**src/hw/rtl/mwr_pkg.sv**
```systemverilog
// Package for the Manchester word receiver: widths, register indexes,
// reset thresholds, the interval class codes and the shared structs.
// No dependencies; every other file of the block imports it.
package mwr_pkg;

  // Field widths
  localparam int unsigned IV_W      = 16;  // interval and register width
  localparam int unsigned OUT_W     = 16;  // word, position and count width
  localparam int unsigned CFG_IDX_W = 3;

  // Default data word length
  localparam int unsigned WORD_BITS_DEF = 16;

  // Register indexes
  localparam logic [CFG_IDX_W-1:0] CFG_HALF_BIT_MAX  = 3'd0;
  localparam logic [CFG_IDX_W-1:0] CFG_BIT_MAX       = 3'd1;
  localparam logic [CFG_IDX_W-1:0] CFG_SYNC_HALF_MAX = 3'd2;
  localparam logic [CFG_IDX_W-1:0] CFG_SYNC_MAX      = 3'd3;
  localparam logic [CFG_IDX_W-1:0] CFG_MAX_WORDS     = 3'd4;

  // Threshold resets, 144 MHz timer
  localparam logic [IV_W-1:0] HALF_BIT_MAX_RST  = 16'd41;
  localparam logic [IV_W-1:0] BIT_MAX_RST       = 16'd68;
  localparam logic [IV_W-1:0] SYNC_HALF_MAX_RST = 16'd95;
  localparam logic [IV_W-1:0] SYNC_MAX_RST      = 16'd122;
  localparam logic [IV_W-1:0] MAX_WORDS_RST     = 16'd64;

  // Word count saturation value
  localparam logic [OUT_W-1:0] COUNT_MAX = 16'hFFFF;

  // Queue between front and back
  localparam int unsigned QUEUE_DEPTH = 2;
  localparam int unsigned QPTR_W      = 1;
  localparam int unsigned QCNT_W      = 2;

  // Interval classes decided at the front
  typedef enum logic [2:0] {
    CLS_START = 3'd0,  // start of frame, clears word count
    CLS_HALF  = 3'd1,  // one half-bit
    CLS_FULL  = 3'd2,  // two half-bits
    CLS_SYNC1 = 3'd3,  // sync, one half-bit left pending
    CLS_SYNC2 = 3'd4,  // sync, two half-bits left pending
    CLS_LOST  = 3'd5   // too long, sync lost
  } cls_e;

  typedef struct packed {
    logic [IV_W-1:0] half_bit_max;
    logic [IV_W-1:0] bit_max;
    logic [IV_W-1:0] sync_half_max;
    logic [IV_W-1:0] sync_max;
    logic [IV_W-1:0] max_words;
  } cfg_t;

  // Front to queue handshake
  typedef struct packed {
    logic push;
    cls_e cls;
  } q_wr_t;

  // Queue to back handshake
  typedef struct packed {
    logic valid;
    cls_e cls;
  } q_rd_t;

endpackage

```
**src/hw/rtl/mwr_fifo.sv**
```systemverilog
// Two-entry queue of interval classes between front and back.
// Depends on mwr_pkg.
module mwr_fifo import mwr_pkg::*; (
  input  logic  clk_i,
  input  logic  rst_ni,
  input  q_wr_t q_wr_i,
  output logic  full_o,
  input  logic  pop_i,
  output q_rd_t q_rd_o
);

  cls_e              mem_q [QUEUE_DEPTH];
  logic [QPTR_W-1:0] wr_ptr_q, wr_ptr_d;
  logic [QPTR_W-1:0] rd_ptr_q, rd_ptr_d;
  logic [QCNT_W-1:0] cnt_q, cnt_d;
  logic              do_push, do_pop;

  assign full_o  = (cnt_q == QCNT_W'(QUEUE_DEPTH));
  assign do_push = q_wr_i.push & ~full_o;
  assign do_pop  = pop_i & (cnt_q != '0);

  // Pointer and fill count update
  always_comb begin
    wr_ptr_d = do_push ? wr_ptr_q + 1'b1 : wr_ptr_q;
    rd_ptr_d = do_pop  ? rd_ptr_q + 1'b1 : rd_ptr_q;
    cnt_d    = cnt_q;
    if (do_push && !do_pop) begin
      cnt_d = cnt_q + 1'b1;
    end else if (!do_push && do_pop) begin
      cnt_d = cnt_q - 1'b1;
    end
  end

  always_ff @(posedge clk_i or negedge rst_ni) begin
    if (!rst_ni) begin
      wr_ptr_q <= '0;
      rd_ptr_q <= '0;
      cnt_q    <= '0;
    end else begin
      wr_ptr_q <= wr_ptr_d;
      rd_ptr_q <= rd_ptr_d;
      cnt_q    <= cnt_d;
    end
  end

  // Entry storage
  always_ff @(posedge clk_i) begin
    if (do_push) begin
      mem_q[wr_ptr_q] <= q_wr_i.cls;
    end
  end

  assign q_rd_o.valid = (cnt_q != '0);
  assign q_rd_o.cls   = mem_q[rd_ptr_q];

endmodule

```
**config.mk**
```make
export PLATFORM = sky130hd
export DESIGN_NAME = mwr_fifo
export DESIGN_NICKNAME = d
export VERILOG_FILES = /design/src/hw/rtl/mwr_pkg.sv /design/src/hw/rtl/mwr_fifo.sv
export SDC_FILE = /design/constraint.sdc
export NUM_CORES = 1
export LEC_CHECK = 0
export BUFFER_PORTS_ARGS = -buffer_cell sky130_fd_sc_hd__buf_2
export CAP_MARGIN = 20
export CORE_AREA = 2 2 39 41
export CTS_CLUSTER_DIAMETER = 60
export DETAILED_ROUTE_END_ITERATION = 7
export DIE_AREA = 0 0 41 43
export PLACE_DENSITY_LB_ADDON = 0.2
export SLEW_MARGIN = 0
export SYNTH_ARGS = -nofsm -noshare
export SYNTH_HDL_FRONTEND = slang
export SYNTH_SLANG_ARGS = --single-unit
```
**constraint.sdc**
```tcl
create_clock -name clk_i -period 2.1 [get_ports clk_i]
set_clock_uncertainty 0.15 [all_clocks]
set_input_delay 0.63 -clock clk_i [delete_from_list [all_inputs] [get_ports clk_i]]
set_output_delay 0.63 -clock clk_i [all_outputs]
set_load 0.01 [all_outputs]
```
**After elaboration in Yosys (flattened, before gate mapping)**

Memories as Yosys holds them, arrays and structs flattened.
Index checks and enable logic that the tools add are counted.

- $add $sub $neg: 4
- Equality and inequality tests: 1
- Bitwise logic cells: 3
- Multiplexer cells: 4
- Reductions and logical operators: 6

Operators by type and width:

| cell | number |
|---|---|
| $mux W2 | 2 |
| $reduce_bool A2 Y1 | 2 |
| $add A1 B1 Y1 const B | 2 |
| $add A2 B1 Y2 const B | 1 |
| $and A1 B1 Y1 | 2 |
| $eq A2 B2 Y1 const B | 1 |
| $logic_and A1 B1 Y1 | 2 |
| $logic_not A1 Y1 | 2 |
| $mux W1 | 2 |
| $sub A2 B1 Y2 const B | 1 |
| $not A1 Y1 | 1 |

- Memories kept: 1
- Bits of input ports: 7
- Logic and storage cells: 22
- Output and inout port bits: 5
- Register bits: 4
- Bits in writable memories: 6

Memory list:

| name | words | width | rd ports | clocked after memory_dff | wr ports | RTL line | text |
|---|---|---|---|---|---|---|---|
| mem_q | 2 | 3 | 1 | 0 | 1 | mwr_fifo.sv:12 | `cls_e mem_q [QUEUE_DEPTH];` |

**Longest topological paths before layout**

Gate-level depths: netlist (run 1).

- Word-level depth: 7
- Mapped depth: 7
- Mapped depth without buffers: 7

**Worst setup path before layout (run 1)**

OpenSTA, ideal clock, no wires.

- Kind: flip-flop to output port
- Start: register rd_ptr_q
- End: output port q_rd_o[0] (netlist bit)
- Path slack: 0.559 ns
- Arrival: 0.761 ns
- Cell stages (with the launch flop): 2
- Path buffers: 0
- Required time: 1.320 ns
- Path through: dfrtp_1 mux2_1

RTL lines:

| what | RTL line | text |
|---|---|---|
| start: declaration | mwr_fifo.sv:14 | `logic [QPTR_W-1:0] rd_ptr_q, rd_ptr_d;` |
| start signal: assignment | mwr_fifo.sv:41 | `rd_ptr_q <= rd_ptr_d;` |
| end: declaration | mwr_fifo.sv:9 | `output q_rd_t q_rd_o` |

==> summary.txt, run 1 <==
Mapped Area: 424 µm²
Hold WC Path Type: flip-flop to flip-flop
DP Cell Count: 55
Slew Viols, Final: 0
top post-synthesis cells by area: edfxtp_1, dfrtp_1, mux2_1, xnor2_1, xor2_1
Synth cell types: 13
worst endpoint data arrival time: 1170 ps
DRC viols: 0
FMAX: 513 MHz
status: completed
core region area: 0.00138 mm²
grt ovf: 0
layout cell share with drive strength beyond 1: 38.6%
Seq pwr share: 45.3%
worst-path maximum fanout: 4
initial antenna violation count: 0
total number of vias: 259
TritonCTS clock tree: yes
Initial DRC Count: 4
IO buf count: 11
final core utilization: 38.7%
Post-Syn Instances: 28
Synth-to-Final Area Change: 26.3%
clock share of power: 17.8%
GPL Wtd Cong: 0.664
DR pass1 iterations: 4
post-DR vias/cell: 4.32
setup_tns: 0 ps
first-pass GRT wire length: 1.04 mm
largest net degree at the start of global routing: 7
Tmin final: 1950 ps
Die Y-Extent: 43 µm
# nets final: 53
CTS Root Cell: clkbuf_4
YS warnings: 0
Pint: 0.000494 W
Initial Util: 30.7%
Worst slew margin: 82.6%
Pwr per Cell Area: 1390 mW/mm²
htree depth: 1
register clock-pin slew on the reported worst setup and hold paths: 70 ps
static leakage: 0.241 nW
Avg Inst Size Synth: 15.1 µm²
setup violators final: 0
cts repair resizes: 0
most frequent cells in the layout: buf_2, edfxtp_1, dfrtp_1
crit path capture type: primary output
synthesized flop and latch total: 10
Worst setup SP type: flip-flop
Clock Path Buffers: 2
antenna-violating nets left: 0
Die X: 41 µm
VDD IR max: 0.454 mV
Layout fillers: 140
final hold vios: 0
Psw: 0.000248 W
vias in the first global route: 244
num ports: 12
Post-CTS Setup Bufs: 0
switch share: 33.4%
cell row count: 14
Mapped Nets: 36
final non-filler cell total: 60
worst slew pin tran: 260 ps
Post-DP HPWL: 526 µm
Overall Power: 0.000742 W
worst-skew pair later-pin latency: 260 ps
Hold Buf Count CTS: 0
Max-cap violations: 0
GRT Util Overall: 10.1%
critical setup path kind: flip-flop to primary output
share of the synthesized area in the top cell type: 42.5%
# clock sinks: 10
worst endpoint required time: 1320 ps
leading cell type in the layout, fill and taps excluded: buf_2
die area: 0.00176 mm²
sequential element share of the synthesized area: 66.1%
Comb power frac: 36.9%
WL/cell: 10.8 µm
fin crit share: 92.9%
Yosys top cell by area: edfxtp_1
CTS Buf Count: 3
Inserted Diodes: 0
Post-Route WL: 646 µm
RSZ-0062 raised after global routing: no
-- registers in the layout, summed over array words and instances (netlist names) --
register,flops
wr_ptr_q,1
rd_ptr_q,1
mem_q,6
cnt_q,2
-- power by group through the flow --
stage	clock network (W)	registers [W]	logic (W)
2_1_floorplan	0	0.000327	0.000204
5_1_grt	0.000153	0.000344	0.000305
4_1_cts	0.000137	0.000338	0.000279
6_report	0.000132	0.000336	0.000274
3_3_place_gp	0	0.000335	0.000269
3_5_place_dp	0	0.000342	0.000277
-- cell usage after synthesis --
master    instances
edfxtp_1          6
dfrtp_1           4
mux2_1            3
xnor2_1           3
inv_1             2
nor2_1            2
xor2_1            2
and3_1            1
ha_1              1
nand2_2           1
nand2_4           1
nand2b_1          1
or2_4             1
-- layout make-up --
| class | count | area [µm²] | share of cell area [%] |
|---|---|---|---|
| multi-input combinational | 16 | 136 | 25.5 |
| inverter | 2 | 7.51 | 1.40 |
| tap | 16 | 20.0 | 3.74 |
| clock buffer | 3 | 22.5 | 4.21 |
| timing repair buffer | 12 | 65.1 | 12.1 |
| sequential | 10 | 280 | 52.3 |
| clock inverter | 1 | 3.75 | 0.701 |
-- metrics by stage --
step                      instance area, µm²  hold WS (ps)  setup WS, ps
after detailed placement                 499           297           406
after global routing                     536           370           102
final                                    536           343           150
after global placement                   499           296           431
after floorplan                          424           184           559
after CTS                                526          6.56           127
-- final timing paths --
kind,slack [ps],end,start,depth (start not counted)
setup / recovery,150,q_rd_o[0],rd_ptr_q,2
hold / removal,340,wr_ptr_q,wr_ptr_q,1
setup reg to reg,480,cnt_q[1],cnt_q[0],7
hold reg to reg,340,wr_ptr_q,wr_ptr_q,1
max in group asynchronous,1120,cnt_q[1],rst_ni,2
min in group asynchronous,550,cnt_q[0],rst_ni,2
-- routing by layer --
layer  track usage, %  up-vias  share of wire [%]
met4             8.00        0                  0
met2             13.1        6                 52
met3             7.85        0                6.2
li1                 -      126                  -
met5                0        -                  0
met1             10.2      127                 41
-- critical path, cell delays in order, from the launching register on --
cell and delay, ps:
dfrtp_1 430, mux2_1 340, buf_2 140
-- kinds of logic (layout without fill, tap and decap cells) --
logic type | after synthesis | after routing | synth area share, %
xor gates and xnor gates | 5 | 5 | 10.3
buffers and inverters | 2 | 18 | 1.77
and+or+nand+nor | 7 | 7 | 10.9
adders and majority gates | 1 | 1 | 2.95
muxes | 3 | 3 | 7.96
DFF | 10 | 10 | 66.1
Note: power is estimated with default switching activity, not from simulation.
==> inputs of run 2 (changes only) <==
==> constraint.sdc (replaced) <==
create_clock -name clk_i -period 2.1 [get_ports clk_i]
set_clock_uncertainty 0.15 [all_clocks]
set_input_delay 0.42 -clock clk_i [delete_from_list [all_inputs] [get_ports clk_i]]
set_output_delay 0.42 -clock clk_i [all_outputs]
set_load 0.01 [all_outputs]
==> summary.txt, run 2 (synthesis gave the netlist of run 1 again) <==
GRT Util Overall: 10.0% (-0.12 points)
Die X: 41 µm (unchanged)
Max-cap violations: 0 (unchanged)
antenna-violating nets left: 0 (unchanged)
slowest stage cell on the critical path: dfrtp_1
CTS Buf Count: 3 (unchanged)
most frequent cells in the layout: buf_2, edfxtp_1, dfrtp_1
post-DR vias/cell: 4.40 (+1.9%)
Tmin final: 1750 ps (-203 ps)
setup violators final: 0 (unchanged)
register area: 280 µm² (unchanged)
switch share: 33.3% (-0.074 points)
static leakage: 0.241 nW (unchanged)
Initial Util: 30.7% (unchanged)
clock share of power: 18.1% (+0.3 points)
final non-filler cell total: 60 (unchanged)
WP depth: 2 (unchanged)
Synth-to-Final Area Change: 26.3% (unchanged)
crit-path max cell delay: 440 ps (about the same)
Post-CTS Setup Bufs: 0 (unchanged)
final hold vios: 0 (unchanged)
# nets final: 53 (unchanged)
Initial DRC Count: 2 (-2)
top flop regs: mem_q: 6 flops, cnt_q: 2 flops
R2R Path Start: cnt_q[0]
worst slack at placement: 519 ps (+112 ps)
Critical R2R Capture: cnt_q[1]
largest net degree at the start of global routing: 7 (unchanged)
Clock Path Buffers: 2 (unchanged)
post-route setup slack: 353 ps (+203 ps)
worst endpoint required time: 1530 ps (+210 ps)
# clock sinks: 10 (unchanged)
TritonCTS clock tree: yes
cts repair resizes: 0 (unchanged)
FF-to-FF path depth: 6 (-1)
crit path capture type: primary output
first-pass GRT wire length: 1.09 mm (+5.3%)
crit path capture: q_rd_o[2]
DRC viols: 0 (unchanged)
Post-Route WL: 666 µm (+3.1%)
leading cell type in the layout, fill and taps excluded: buf_2
grt ovf: 0 (unchanged)
worst slew pin tran: 247 ps (-13.4 ps)
flop2flop setup slack: 510 ps (+30 ps)
initial antenna violation count: 0 (unchanged)
num ports: 12 (unchanged)
largest reg by FF count: mem_q
CP delay by family, top: flip-flops
critical setup path kind: flip-flop to primary output
Die Y-Extent: 43 µm (unchanged)
crit-path cells: mux2_1 -> buf_2
cell row count: 14 (unchanged)
Pwr per Cell Area: 1380 mW/mm² (about the same)
layout cell share with drive strength beyond 1: 38.6% (unchanged)
IO buf count: 11 (unchanged)
die area: 0.00176 mm² (unchanged)
Worst slew margin: 83.5% (+0.90 points)
GPL Wtd Cong: 0.664 (unchanged)
Setup crit start: rd_ptr_q
multi-input logic area: 136 µm² (unchanged)
CP bufs+invs: 1 (unchanged)
Slew Viols, Final: 0 (unchanged)
CTS Root Cell: clkbuf_4
Overall Power: 0.000742 W (about the same)
Inserted Diodes: 0 (unchanged)
Layout fillers: 150 (+7.1%)
htree depth: 1 (unchanged)
Psw: 0.000247 W (-0.25%)
Pint: 0.000495 W (about the same)
total number of vias: 264 (+1.9%)
Post-DP HPWL: 528 µm (+0.40%)
DP Cell Count: 55 (unchanged)
FMAX: 572 MHz (+12%)
max reg flops: 6 (unchanged)
VDD IR max: 0.521 mV (+15%)
Worst setup SP type: flip-flop
fin crit share: 83.2% (-9.7 points)
setup_tns: 0 ps (unchanged)
DR pass1 iterations: 4 (unchanged)
WL/cell: 11.1 µm (+3.1%)
vias in the first global route: 262 (+7.4%)
worst-path maximum fanout: 4 (unchanged)
register clock-pin slew on the reported worst setup and hold paths: 70 ps (about the same)
worst-skew pair later-pin latency: 260 ps (about the same)
Seq pwr share: 45.3% (about the same)
status: completed
Comb power frac: 36.6% (-0.3 points)
worst endpoint data arrival time: 1180 ps (about the same)
RSZ-0062 raised after global routing: no
Hold WC Path Type: input port to flip-flop
core region area: 0.00138 mm² (unchanged)
-- run 2: power by group through the flow --
| stage | Clock [W] | Combinational (W) | Sequential (W) |
|---|---|---|---|
| finish | 0.000134 | 0.000272 | 0.000336 |
| global route | 0.000150 | 0.000306 | 0.000344 |
| CTS | 0.000141 | 0.000279 | 0.000339 |
| detailed placement | 0 | 0.000274 | 0.000342 |
| global placement | 0 | 0.000267 | 0.000337 |
| floorplan | 0 | 0.000204 | 0.000327 |
-- run 2: through the flow --
step	instance area [µm²]	hold slack [ps]	util, %
after CTS	536	184	38.7
after global routing	536	175	38.7
after global placement	499	81.5	36.1
after detailed placement	499	85.5	36.1
final	536	192	38.7
after floorplan	424	-25.6	-
-- run 2: repair_timing --
| action | in CTS | in global routing |
|---|---|---|
| setup endpoints to repair | 0 | 0 |
| hold buffers | 1 | 0 |
| hold endpoints to repair | 4 | 0 |
-- run 2: layout make-up --
type,instances,area share [%]
flip-flops and latches,10,52.3
multi-input cells,16,25.5
repair buffers,12,12.1
clock buffers,3,4.21
well taps,16,3.74
inverters,2,1.40
clock inverters,1,0.701
-- run 2: worst min-delay path by stage --
stage                    from           to  slack [ps]  cells past startpoint
CTS                 q_wr_i[1]  mem_q[0][1]         180                      1
floorplan              rst_ni     cnt_q[0]         -30                      0
detailed placement     rst_ni     rd_ptr_q          90                      1
global route        q_wr_i[1]  mem_q[1][1]         180                      1
global placement       rst_ni     rd_ptr_q          80                      1
finish              q_wr_i[1]  mem_q[0][1]         190                      1
-- run 2: per-layer routing --
layer | wire length [µm] | GRT usage [%] | vias up | part of all wire, %
met4 | 8 | 10.0 | 0 | 1.2
met2 | 348 | 13.4 | 6 | 52
met1 | 273 | 11.5 | 130 | 41
li1 | - | - | 126 | -
met5 | 0 | 0 | - | 0
met3 | 35 | 3.14 | 2 | 5.3
==> inputs of run 3 (changes only) <==
Settings changed: ABC_AREA from default to 1.
Clock period 2.1 ns to 1.5 ns, I/O delays scaled along.
==> summary.txt, run 3 <==
Initial DRC Count: 7 (+5)
fin crit share: 97.0%
Post-Route WL: 807 µm (+21%)
antenna-violating nets left: 0 (unchanged)
layout cell share with drive strength beyond 1: 40.0% (+1.4 points)
final non-filler cell total: 81 (+35%)
Synth cell types: 14 (+1)
Synth-to-Final Area Change: 31.8%
hold endpoint: mem_q[1][0]
top post-synthesis cells by area: edfxtp_1, dfrtp_1, nand2_1, inv_1, nand2_2
YS warnings: 0 (unchanged)
first-pass GRT wire length: 1.28 mm (+17%)
critical path's most frequent cell: nand2_1
register clock-pin slew on the reported worst setup and hold paths: 70 ps (about the same)
RSZ-0062 raised after global routing: yes
leading cell type in the layout, fill and taps excluded: nand2_1
Post-synth EDFFs: 6 (unchanged)
slowest stage cell on the critical path: dfrtp_2
crit-path max cell delay: 440 ps (about the same)
sequential element share of the synthesized area: 61.4% (-4.7 points)
Avg Inst Size Synth: 9.72 µm² (-36%)
hold path cells: 1 (unchanged)
Post-Syn Instances: 47 (+68%)
ys async rst share: 40.0% (unchanged)
Mapped Area: 457 µm² (+7.7%)
htree depth: 1 (unchanged)
CTS Buf Count: 3 (unchanged)
GPL Wtd Cong: 0.769 (+16%)
flop2flop setup slack: 80 ps (-430 ps)
most frequent cells in the layout: nand2_1, buf_2, edfxtp_1, inv_1
# clock sinks: 10 (unchanged)
most common cell in the netlist: nand2_1
Synth top cells by count: nand2_1, edfxtp_1, inv_1, dfrtp_1
R2R Path Start: cnt_q[0]
Worst slew margin: 82.2% (-1.3 points)
worst hold slack: 84.6 ps (-107 ps)
Die Y-Extent: 43 µm (unchanged)
Critical R2R Capture: mem_q[1][2]
DR pass1 iterations: 4 (unchanged)
status: completed
largest net degree at the start of global routing: 7 (unchanged)
WL/cell: 9.96 µm (-10%)
FF-to-FF path depth: 3 (-3)
commonest register cell after synthesis: edfxtp_1
Tmin final: 1460 ps
top flop regs: mem_q: 6 flops, cnt_q: 2 flops
synthesized flop and latch total: 10 (unchanged)
Pwr per Cell Area: 1960 mW/mm² (+41%)
initial antenna violation count: 0 (unchanged)
core region area: 0.00138 mm² (unchanged)
die area: 0.00176 mm² (unchanged)
DRC viols: 0 (unchanged)
static leakage: 0.297 nW (+23%)
crit-path cells: inv_2 -> nand2_1 -> nand2_1 -> buf_2
grt ovf: 0 (unchanged)
worst endpoint data arrival time: 1010 ps (-170 ps)
final core utilization: 43.5% (+4.8 points)
share of the synthesized area in the top cell type: 39.5% (-3.0 points)
worst endpoint required time: 1050 ps (-480 ps)
Slew Viols, Final: 0 (unchanged)
final hold vios: 0 (unchanged)
FMAX: 687 MHz
vias in the first global route: 314 (+20%)
max reg flops: 6 (unchanged)
crit path capture type: primary output
Mapped Nets: 55 (+53%)
largest reg by FF count: mem_q
Hold WC Path Type: input port to flip-flop
GRT Util Overall: 11.6% (+1.6 points)
Clock Path Buffers: 2 (unchanged)
post-DR vias/cell: 4.27 (-2.9%)
CTS Root Cell: clkbuf_4
Worst setup SP type: flip-flop
num ports: 12 (unchanged)
Inserted Diodes: 0 (unchanged)
Yosys top cell by area: edfxtp_1
critical setup path kind: flip-flop to primary output
IO buf count: 11 (unchanged)
total number of vias: 346 (+31%)
TritonCTS clock tree: yes
Initial Util: 33.0% (+2.4 points)
Max-cap violations: 0 (unchanged)
Setup crit start: rd_ptr_q
worst slew pin tran: 264 ps (+17.1 ps)
cell row count: 14 (unchanged)
worst-path maximum fanout: 5 (+1)
CP delay by family, top: flip-flops
hold path startpoint: q_wr_i[0]
DP Cell Count: 75 (+36%)
worst-skew pair later-pin latency: 250 ps (about the same)
Post-DP HPWL: 609 µm (+15%)
CP bufs+invs: 2 (+1)
VDD IR max: 0.751 mV (+44%)
# nets final: 74 (+40%)
setup violators final: 0 (unchanged)
Die X: 41 µm (unchanged)
## run 3: cell types whose count changed after synthesis, sizes merged, moves of 2 or more
| cell | delta |
|---|---|
| xnor2 | -2 |
| nand2 | +18 |
| mux2 | -3 |
| inv | +6 |
| xor2 | -2 |
| nand3 | +2 |
## run 3: cell type report
| class | count | area, µm² |
|---|---|---|
| multi-input combinational | 29 | 164 |
| fill | 146 | 782 |
| tap | 16 | 20.0 |
| clock inverter | 1 | 3.75 |
| clock buffer | 3 | 22.5 |
| sequential | 10 | 282 |
| inverter | 8 | 30.0 |
| timing repair buffer | 14 | 80.1 |
## run 3: what timing repair did
action | in CTS | in global routing
endpoints found under the hold margin | 4 | 0
setup endpoints to repair | 0 | 5
resized for setup | 0 | 3
hold buffers | 1 | 0
buffers inserted | 0 | 1
## run 3: cell families (layout without fill, tap and decap cells)
family	Yosys count	after routing	share of synthesized area (%)
fa+ha+maj	1	1	2.74
simple gates	26	26	26.3
buf+inv	8	26	6.58
compound gates	1	1	1.09
xor+xnor	1	1	1.92
flops	10	10	61.4
## run 3: worst max-delay path by stage
stage           endpoint  slack (ps)  cells past startpoint
5_1_grt        q_rd_o[1]         -40                      4
4_1_cts        q_rd_o[0]          20                      4
3_5_place_dp    cnt_q[1]          60                      7
2_1_floorplan   cnt_q[1]         0.1                      7
6_report       q_rd_o[0]          40                      4
3_3_place_gp    cnt_q[1]          70                      7
## run 3: stage by stage
| step | setup TNS [ps] | cell area [µm²] | total power, W | worst slack [ps] |
|---|---|---|---|---|
| after global placement | 0 | 539 | 0.000937 | 69.2 |
| after global routing | -113 | 602 | 0.00130 | -42.7 |
| after CTS | 0 | 576 | 0.00113 | 15.3 |
| after detailed placement | 0 | 539 | 0.000938 | 55.3 |
| final | 0 | 602 | 0.00118 | 44.3 |
| after floorplan | 0 | 457 | 0.000778 | 0.119 |
## run 3: metal layers
metal | share of wire [%] | global-route usage, % | vias to the layer above
li1 | - | - | 183
met1 | 46 | 13.7 | 158
met2 | 51 | 17.2 | 5
met3 | 2.7 | 6.28 | 0
met4 | 0 | 4.00 | 0
met5 | 0 | 0 | -
## run 3: worst register-to-register path, stage by stage, from the launching register on
cell and delay [ps]:
dfrtp_1 430, buf_4 160, o21ai_0 120, nor2_1 240
## run 3: power by group
part	internal, W	leakage [nW]	switching (W)
clock	0.0000957	0.0154	0.0000869
sequential	0.000396	0.103	0.0000642
combinational	0.000229	0.179	0.000307
